--- config.mk ---
export PLATFORM = sky130hd
export DESIGN_NAME = midi_note_tone_controller
export DESIGN_NICKNAME = d
export VERILOG_FILES = /design/src/rtl/core/mntc_pkg.sv /design/src/rtl/core/midi_note_tone_controller.sv /design/src/rtl/core/mntc_div.sv
export SDC_FILE = /design/constraint.sdc
export NUM_CORES = 1
export LEC_CHECK = 0
export ABC_AREA = 1
export BUFFER_PORTS_ARGS = -buffer_cell sky130_fd_sc_hd__buf_2
export CAP_MARGIN = 0
export CORE_UTILIZATION = 29
export DETAILED_ROUTE_END_ITERATION = 6
export PLACE_DENSITY = 0.41
export RECOVER_POWER = 25
export SLEW_MARGIN = 20
export SYNTH_ARGS = -nofsm -noshare
export SYNTH_HDL_FRONTEND = slang
export SYNTH_SLANG_ARGS = --single-unit
--- constraint.sdc ---
create_clock -name clk -period 7.2 [get_ports clk]
set_input_delay 0.72 -clock clk [delete_from_list [all_inputs] [get_ports clk]]
set_output_delay 0.72 -clock clk [all_outputs]
set_load 0.05 [all_outputs]
--- src/rtl/core/mntc_pkg.sv ---
package mntc_pkg;

  localparam int NOTE_COUNT = 128;
  localparam int CLK_W      = 26;
  localparam int FREQ_W     = 16;
  localparam int ROM_W      = 14;

  localparam logic [3:0] MIDI_NOTE_OFF = 4'h8;
  localparam logic [3:0] MIDI_NOTE_ON  = 4'h9;
  localparam logic [3:0] MIDI_CTRL     = 4'hB;

  localparam logic [7:0] CC_SOUND_OFF  = 8'd120;
  localparam logic [7:0] CC_NOTES_OFF  = 8'd123;
  localparam logic [7:0] NO_NOTE       = 8'hFF;

  localparam logic [1:0] REG_TIMER_CLK = 2'd0;
  localparam logic [1:0] REG_MIN_TONE  = 2'd1;
  localparam logic [1:0] REG_MAX_TONE  = 2'd2;

  localparam logic [CLK_W-1:0]  RST_TIMER_CLK = CLK_W'(1000000);
  localparam logic [FREQ_W-1:0] RST_MIN_TONE  = FREQ_W'(20);
  localparam logic [FREQ_W-1:0] RST_MAX_TONE  = FREQ_W'(8000);

  typedef enum logic [1:0] {
    ST_IDLE,
    ST_DIV,
    ST_FIN,
    ST_RESP
  } state_t;

  localparam logic [ROM_W-1:0] NOTE_FREQ [NOTE_COUNT] = '{
    14'd8, 14'd9, 14'd9, 14'd10, 14'd10, 14'd11, 14'd12, 14'd12, 14'd13, 14'd14, 14'd15,
    14'd15, 14'd16, 14'd17, 14'd18, 14'd19, 14'd21, 14'd22, 14'd23, 14'd24, 14'd26, 14'd28,
    14'd29, 14'd31, 14'd33, 14'd35, 14'd37, 14'd39, 14'd41, 14'd44, 14'd46, 14'd49, 14'd52,
    14'd55, 14'd58, 14'd62, 14'd65, 14'd69, 14'd73, 14'd78, 14'd82, 14'd87, 14'd92, 14'd98,
    14'd104, 14'd110, 14'd117, 14'd123, 14'd131, 14'd139, 14'd147, 14'd156, 14'd165,
    14'd175, 14'd185, 14'd196, 14'd208, 14'd220, 14'd233, 14'd247, 14'd262, 14'd277,
    14'd294, 14'd311, 14'd330, 14'd349, 14'd370, 14'd392, 14'd415, 14'd440, 14'd466,
    14'd494, 14'd523, 14'd554, 14'd587, 14'd622, 14'd659, 14'd698, 14'd740, 14'd784,
    14'd831, 14'd880, 14'd932, 14'd988, 14'd1047, 14'd1109, 14'd1175, 14'd1245, 14'd1319,
    14'd1397, 14'd1480, 14'd1568, 14'd1661, 14'd1760, 14'd1865, 14'd1976, 14'd2093,
    14'd2217, 14'd2349, 14'd2489, 14'd2637, 14'd2794, 14'd2960, 14'd3136, 14'd3322,
    14'd3520, 14'd3729, 14'd3951, 14'd4186, 14'd4435, 14'd4699, 14'd4978, 14'd5274,
    14'd5588, 14'd5920, 14'd6272, 14'd6645, 14'd7040, 14'd7459, 14'd7902, 14'd8372,
    14'd8870, 14'd9397, 14'd9956, 14'd10548, 14'd11175, 14'd11840, 14'd12544
  };

endpackage

--- src/rtl/core/midi_note_tone_controller.sv ---
// MIDI note to square-wave tone timer settings.
// Input channel: one MIDI channel message per transfer (in_status_byte,
// in_data_one, in_data_two), taken when in_valid is high and in_stall low.
// Output channel: exactly one result per message (tone state, reload and
// compare values, sounding note), taken when out_valid is high and out_stall low.
// Config channel: cfg_index 0 timer clock, 1 min tone, 2 max tone; cfg_ready is
// always high. Write only while the block is idle.
// Flow: a note on runs the 26-step bit-serial divider computing clock /
// frequency before its result; a note on whose clamped frequency is zero skips
// the divider; other messages go straight to the result.
// One message is in work at a time; in_stall stays high until its result enters the output register.
// The output register holds a result while out_stall is high; the next message
// may be accepted meanwhile, its result waits until the register is taken.
// Reset: no note held, reload 65535, compare 0, registers at 1 MHz, 20 Hz,
// 8000 Hz, output empty.
module midi_note_tone_controller
  import mntc_pkg::*;
#(
  parameter int TIMER_BITS = 16
) (
  input  logic              clk,
  input  logic              rst_n,
  input  logic              in_valid,
  output logic              in_stall,
  input  logic [7:0]        in_status_byte,
  input  logic [7:0]        in_data_one,
  input  logic [7:0]        in_data_two,
  output logic              out_valid,
  input  logic              out_stall,
  output logic              out_tone_on,
  output logic [15:0]       out_reload_value,
  output logic [15:0]       out_compare_value,
  output logic [7:0]        out_sounding_note,
  input  logic              cfg_valid,
  output logic              cfg_ready,
  input  logic [1:0]        cfg_index,
  input  logic [CLK_W-1:0]  cfg_data
);

  localparam int EW = (TIMER_BITS > CLK_W) ? TIMER_BITS : CLK_W;
  localparam logic [EW-1:0] TMAX_EXT = EW'({TIMER_BITS{1'b1}});

  state_t state_r, state_nxt;

  logic [CLK_W-1:0]      clk_hz_r;
  logic [FREQ_W-1:0]     min_r, max_r;
  logic [7:0]            held_r, held_nxt;
  logic [6:0]            note_r, note_nxt;
  logic                  fzero_r, fzero_nxt;
  logic [TIMER_BITS-1:0] period_r, period_nxt;
  logic [TIMER_BITS-1:0] duty_r, duty_nxt;
  logic                  out_valid_r, out_valid_nxt;
  logic                  out_tone_r, out_tone_nxt;
  logic [15:0]           out_reload_r, out_reload_nxt;
  logic [15:0]           out_cmp_r, out_cmp_nxt;
  logic [7:0]            out_note_r, out_note_nxt;

  logic                  in_fire;
  logic [FREQ_W-1:0]     f_lo, f_clamp;
  logic                  div_start, div_done;
  logic [CLK_W-1:0]      div_q;
  logic [CLK_W-1:0]      q_m1;
  logic [EW-1:0]         q_ext, rel_ext;
  logic [TIMER_BITS-1:0] reload;
  logic [TIMER_BITS:0]   reload_p1;
  logic                  release_hit;

  assign in_stall  = (state_r != ST_IDLE);
  assign in_fire   = in_valid && !in_stall;
  assign cfg_ready = 1'b1;

  always_ff @(posedge clk) begin
    if (!rst_n) begin
      clk_hz_r <= RST_TIMER_CLK;
      min_r    <= RST_MIN_TONE;
      max_r    <= RST_MAX_TONE;
    end else if (cfg_valid) begin
      case (cfg_index)
        REG_TIMER_CLK: clk_hz_r <= cfg_data;
        REG_MIN_TONE:  min_r    <= cfg_data[FREQ_W-1:0];
        REG_MAX_TONE:  max_r    <= cfg_data[FREQ_W-1:0];
        default: ;
      endcase
    end
  end

  // clamp: ceiling applied last
  always_comb begin
    f_lo    = FREQ_W'(NOTE_FREQ[in_data_one[6:0]]);
    if (f_lo < min_r) f_lo = min_r;
    f_clamp = (f_lo > max_r) ? max_r : f_lo;
  end

  mntc_div u_div (
    .clk      (clk),
    .rst_n    (rst_n),
    .start    (div_start),
    .dividend (clk_hz_r),
    .divisor  (f_clamp),
    .done     (div_done),
    .quotient (div_q)
  );

  always_comb begin
    q_m1      = (div_q == '0) ? '0 : div_q - 1'b1;
    q_ext     = EW'(q_m1);
    rel_ext   = fzero_r ? TMAX_EXT : ((q_ext > TMAX_EXT) ? TMAX_EXT : q_ext);
    reload    = rel_ext[TIMER_BITS-1:0];
    reload_p1 = {1'b0, reload} + 1'b1;
  end

  assign release_hit = (in_data_one == held_r) || (in_data_one == NO_NOTE);

  always_comb begin
    state_nxt      = state_r;
    held_nxt       = held_r;
    note_nxt       = note_r;
    fzero_nxt      = fzero_r;
    period_nxt     = period_r;
    duty_nxt       = duty_r;
    div_start      = 1'b0;
    out_valid_nxt  = out_valid_r && out_stall;
    out_tone_nxt   = out_tone_r;
    out_reload_nxt = out_reload_r;
    out_cmp_nxt    = out_cmp_r;
    out_note_nxt   = out_note_r;
    case (state_r)
      ST_IDLE: begin
        if (in_fire) begin
          state_nxt = ST_RESP;
          case (in_status_byte[7:4])
            MIDI_NOTE_ON: begin
              if (in_data_two != 8'd0) begin
                if (!in_data_one[7]) begin
                  note_nxt  = in_data_one[6:0];
                  fzero_nxt = (f_clamp == '0);
                  if (f_clamp == '0) begin
                    state_nxt = ST_FIN;
                  end else begin
                    div_start = 1'b1;
                    state_nxt = ST_DIV;
                  end
                end
              end else if (release_hit) begin
                held_nxt = NO_NOTE;
              end
            end
            MIDI_NOTE_OFF: begin
              if (release_hit) held_nxt = NO_NOTE;
            end
            MIDI_CTRL: begin
              if ((in_data_one == CC_SOUND_OFF) || (in_data_one == CC_NOTES_OFF)) begin
                held_nxt = NO_NOTE;
              end
            end
            default: ;
          endcase
        end
      end
      ST_DIV: begin
        if (div_done) state_nxt = ST_FIN;
      end
      ST_FIN: begin
        period_nxt = reload;
        duty_nxt   = reload_p1[TIMER_BITS:1];
        held_nxt   = {1'b0, note_r};
        state_nxt  = ST_RESP;
      end
      ST_RESP: begin
        if (!out_valid_r || !out_stall) begin
          out_valid_nxt  = 1'b1;
          out_tone_nxt   = (held_r != NO_NOTE);
          out_reload_nxt = period_r[15:0];
          out_cmp_nxt    = duty_r[15:0];
          out_note_nxt   = held_r;
          state_nxt      = ST_IDLE;
        end
      end
      default: state_nxt = ST_IDLE;
    endcase
  end

  always_ff @(posedge clk) begin
    if (!rst_n) begin
      state_r     <= ST_IDLE;
      held_r      <= NO_NOTE;
      period_r    <= TIMER_BITS'(17'h0FFFF);
      duty_r      <= '0;
      out_valid_r <= 1'b0;
      fzero_r     <= 1'b0;
    end else begin
      state_r     <= state_nxt;
      held_r      <= held_nxt;
      period_r    <= period_nxt;
      duty_r      <= duty_nxt;
      out_valid_r <= out_valid_nxt;
      fzero_r     <= fzero_nxt;
    end
    note_r       <= note_nxt;
    out_tone_r   <= out_tone_nxt;
    out_reload_r <= out_reload_nxt;
    out_cmp_r    <= out_cmp_nxt;
    out_note_r   <= out_note_nxt;
  end

  assign out_valid         = out_valid_r;
  assign out_tone_on       = out_tone_r;
  assign out_reload_value  = out_reload_r;
  assign out_compare_value = out_cmp_r;
  assign out_sounding_note = out_note_r;

endmodule

--- src/rtl/core/mntc_div.sv ---
module mntc_div
  import mntc_pkg::*;
(
  input  logic              clk,
  input  logic              rst_n,
  input  logic              start,
  input  logic [CLK_W-1:0]  dividend,
  input  logic [FREQ_W-1:0] divisor,
  output logic              done,
  output logic [CLK_W-1:0]  quotient
);

  localparam int CNT_W = $clog2(CLK_W);
  localparam logic [CNT_W-1:0] LAST = CNT_W'(CLK_W - 1);

  logic              busy_r, busy_nxt;
  logic [CNT_W-1:0]  cnt_r, cnt_nxt;
  logic [FREQ_W-1:0] rem_r, rem_nxt;
  logic [FREQ_W-1:0] dvs_r, dvs_nxt;
  logic [CLK_W-1:0]  quo_r, quo_nxt;
  logic [FREQ_W:0]   trial;
  logic              fits;

  // one quotient bit per cycle, restoring
  always_comb begin
    trial    = {rem_r, quo_r[CLK_W-1]};
    fits     = trial >= {1'b0, dvs_r};
    busy_nxt = busy_r;
    cnt_nxt  = cnt_r;
    rem_nxt  = rem_r;
    dvs_nxt  = dvs_r;
    quo_nxt  = quo_r;
    if (start) begin
      busy_nxt = 1'b1;
      cnt_nxt  = '0;
      rem_nxt  = '0;
      dvs_nxt  = divisor;
      quo_nxt  = dividend;
    end else if (busy_r) begin
      rem_nxt = fits ? FREQ_W'(trial - {1'b0, dvs_r}) : trial[FREQ_W-1:0];
      quo_nxt = {quo_r[CLK_W-2:0], fits};
      cnt_nxt = cnt_r + 1'b1;
      if (cnt_r == LAST) begin
        busy_nxt = 1'b0;
      end
    end
  end

  always_ff @(posedge clk) begin
    if (!rst_n) begin
      busy_r <= 1'b0;
      cnt_r  <= '0;
    end else begin
      busy_r <= busy_nxt;
      cnt_r  <= cnt_nxt;
    end
    rem_r <= rem_nxt;
    dvs_r <= dvs_nxt;
    quo_r <= quo_nxt;
  end

  assign done     = busy_r && (cnt_r == LAST);
  assign quotient = quo_r;

endmodule
==> results.py <==
metrics = {
    "route": {
        "route.met2.wl_mm": 15.9,
        "routedWlPerCell_um": 16.3,
        "m1WireLength_mm": 20.6,
        "dr.pass1.iters": 5,
        "num_vias": 11200,
        "top_layer_used": "met4",
        "drtAntennaViolNets": 0,
        "detail_route.wirelength_mm": 39.0,
        "drt_first_iter_violations": 717,
        "avgViaCountPerCell": 4.69,
        "wl_met3_mm": 1.89,
        "drc": 0,
    },
    "placed_design": {
        "placedInstanceArea_mm2": 0.0144,
        "place_hpwl_mm": 29.3,
        "port_buffers": 95,
        "place_congestion": 0.864,
    },
    "yosys": {
        "synth_ff_type": "dfxtp_1",
        "synth_cell_types": 62,
        "yosys_warnings": 0,
        "synthesis.area_mm2": 0.0128,
        "synth_edf_count": 90,
        "yosysSeqAreaShare_pct": 40.4,
        "async_reset_ff_share_pct": 0,
        "syn_area_per_cell_um2": 7.81,
        "synth-seq-cells": 214,
        "mappedNetlistNets": 1762,
        "syn-instance-count": 1643,
    },
    "die": {
        "core_mm2": 0.0434,
        "die_width_um": 212,
        "start_util_pct": 29.6,
        "die_h_um": 212,
        "floorplan.rows": 76,
        "io_pins": 101,
        "dieArea_mm2": 0.0451,
    },
    "clocking": {
        "htree_levels": 1,
        "cts_resized": 0,
        "cts.clk_slew.worst_paths_ns": 0.06,
        "cts_setup_buffers": 0,
        "cts_tree": "built",
        "clock-sinks": 214,
        "clock_path_buffers": 3,
        "cts_root_buf": "clkbuf_16",
        "worstSkewPairLatency_ns": 0.56,
        "numCtsBuffers": 27,
        "cts_hold_buf": 0,
    },
    "global_routing": {
        "overflow": 0,
        "grt_usage_pct": 17.5,
        "grt_pass1_wl_mm": 61.7,
        "grt_max_degree": 72,
        "antenna_found_initial": 0,
        "grt_pass1_vias": 11000,
    },
    "pwr": {
        "power.leakage_nw": 6.89,
        "power_density_mw_per_mm2": 277,
        "ir_worst_vdd_uv": 178,
    },
    "critical_path": {
        "slowest_delay_ns": 0.42,
        "cp_max_fo": 26,
        "crit_arrival_ns": 6.80,
        "cp-start-kind": "input port",
        "cp-end-kind": "flip-flop",
        "critPathRequiredTime_ns": 7.51,
        "crit_top_cell": "nand2_1",
        "criticalPathCategory": "in -> reg",
        "cp_slowest_cell": "o32a_1",
    },
    "cells_and_area": {
        "post-route-util_pct": 35.4,
        "final_area_mm2": 0.0154,
        "post_route_cells_drive_above_1_share_pct": 19.3,
        "layout.nets": 1908,
        "num_antenna_cells": 0,
        "area_delta_synth_final_pct": 19.7,
    },
    "sta": {
        "tightestPinTransition_ns": 2.39,
        "final.setup.tns_ns": 0,
        "fmax_ghz": 0.154,
        "setup_viol": 0,
        "finClkSkew_ns": 0.0183,
        "hold_ws_ns": 0.368,
        "finalHoldViolCount": 0,
        "slew-limit-headroom_pct": -59.6,
        "drv_slew": 42,
        "period_share_pct": 90.1,
        "rsz0062_at_grt": "no",
        "layout_min_cycle_time_ns": 6.49,
    },
    "run": {
        "maxCapViolCount": 1,
    },
    "min_path": {
        "min_path_type": "in -> reg",
    },
    "status": {
        "status": "finished with violations",
        "violations": "max-capacitance violations, max-slew violations",
    },
}
## state kept, by name (all words and copies together) (netlist names)
name / cells
out_sounding_note: 8
out_valid: 1
out_tone_on: 1
period_r: 16
out_compare_value: 16
duty_r: 16
clk_hz_r: 26
note_r: 7
u_div.rem_r: 16
fzero_r: 1
state_r: 2
u_div.quotient: 26
held_r: 8
max_r: 16
u_div.cnt_r: 5
min_r: 16
out_reload_value: 16
u_div.dvs_r: 16
u_div.busy_r: 1
## stage by stage
stage          instances  total power, mW  setup slack, ns
2_1_floorplan       1643             2.45            0.964
3_3_place_gp        2345             2.82            0.407
3_5_place_dp        2345             2.83            0.383
4_1_cts             2395             4.32            0.931
5_1_grt             2395             4.53            0.274
6_report            2395             4.25            0.712
## kinds of logic (layout without fill, tap and decap cells)
| logic type | Yosys count | count (layout) | synth area share [%] |
|---|---|---|---|
| compound gates | 343 | 343 | 15.3 |
| xor+xnor | 47 | 47 | 3.21 |
| fa+ha+maj | 62 | 62 | 6.10 |
| buf+inv | 243 | 410 | 8.40 |
| flops | 214 | 214 | 40.4 |
| simple gates | 733 | 733 | 26.5 |
| other cells | 1 | 1 | 0.0292 |
## critical path, delay by kind of cell
family | cells | cell delay, ns
simple gates | 16 | 2.15
fa+ha+maj | 3 | 0.96
buf+inv | 7 | 1.17
compound gates | 9 | 1.77
## cell usage in the layout, fill, tap and decap left out, types with 22 or more instances in the layout
cell type / count
dfxtp_1: 123
nand2_1: 324
nand2_2: 34
buf_4: 85
a21oi_1: 113
edfxtp_1: 90
clkbuf_16: 30
ha_1: 60
buf_2: 91
nand4_1: 22
nor2_1: 179
xor2_1: 32
nand3_1: 77
inv_1: 158
o21ai_0: 134
## power breakdown
group / switching (mW) / internal, mW
Combinational: 0.789 / 0.443
Clock: 0.565 / 0.891
Sequential: 0.101 / 1.46
Total: 1.46 / 2.80
## layer usage
layer | global-route usage [%] | vias to the layer above
li1 | - | 5789
met1 | 26.3 | 5192
met2 | 26.0 | 214
met3 | 2.48 | 42
met4 | 4.37 | 0
met5 | 0 | -
## Yosys cell counts, types with 10 or more instances
master    number  area, µm²
dfxtp_1      124       2480
a21oi_1      114        571
nand4_1       22        138
nand3_1       77        385
inv_1        158        593
ha_1          61        763
o21ai_2       18        158
xor2_1        32        280
o211ai_1      21        158
nand3_2       14        140
buf_2         10       50.1
o21ai_1       15       75.1
nor3_1        20        100
clkbuf_1      40        150
nor2_2        12       75.1
and2_1        10       62.6
edfxtp_1      90       2700
nand2_1      324       1220
nor2_1       180        676
xnor2_1       15        131
o21ai_0      134        671
nand2_2       34        213
nand2_4       15        169
## final cells by class
type	count	area (µm²)
Clock buffer	39	805
Clock inverter	11	159
Fill cell	4693	28000
Inverter	170	646
Multi-Input combinational cell	1186	6590
Sequential cell	214	5190
Tap cell	585	732
Timing Repair Buffer	190	1240
## worst paths after layout
| kind | startpoint | endpoint | slack, ns | depth (start not counted) |
|---|---|---|---|---|
| worst max-delay path | in_data_one[0] | u_div.quotient[24]$_DFFE_PP_ | 0.71 | 35 |
| worst min-delay path | cfg_data[16] | clk_hz_r[16]$_SDFFE_PN1P_ | 0.37 | 3 |
| worst min register to register | duty_r[11]$_SDFFE_PN0P_ | out_compare_value[11]$_DFFE_PP_ | 0.42 | 0 |
| worst max register to register | min_r[11]$_SDFFE_PN0P_ | u_div.quotient[24]$_DFFE_PP_ | 2.25 | 27 |
Note: power is estimated with default switching activity, not from simulation.
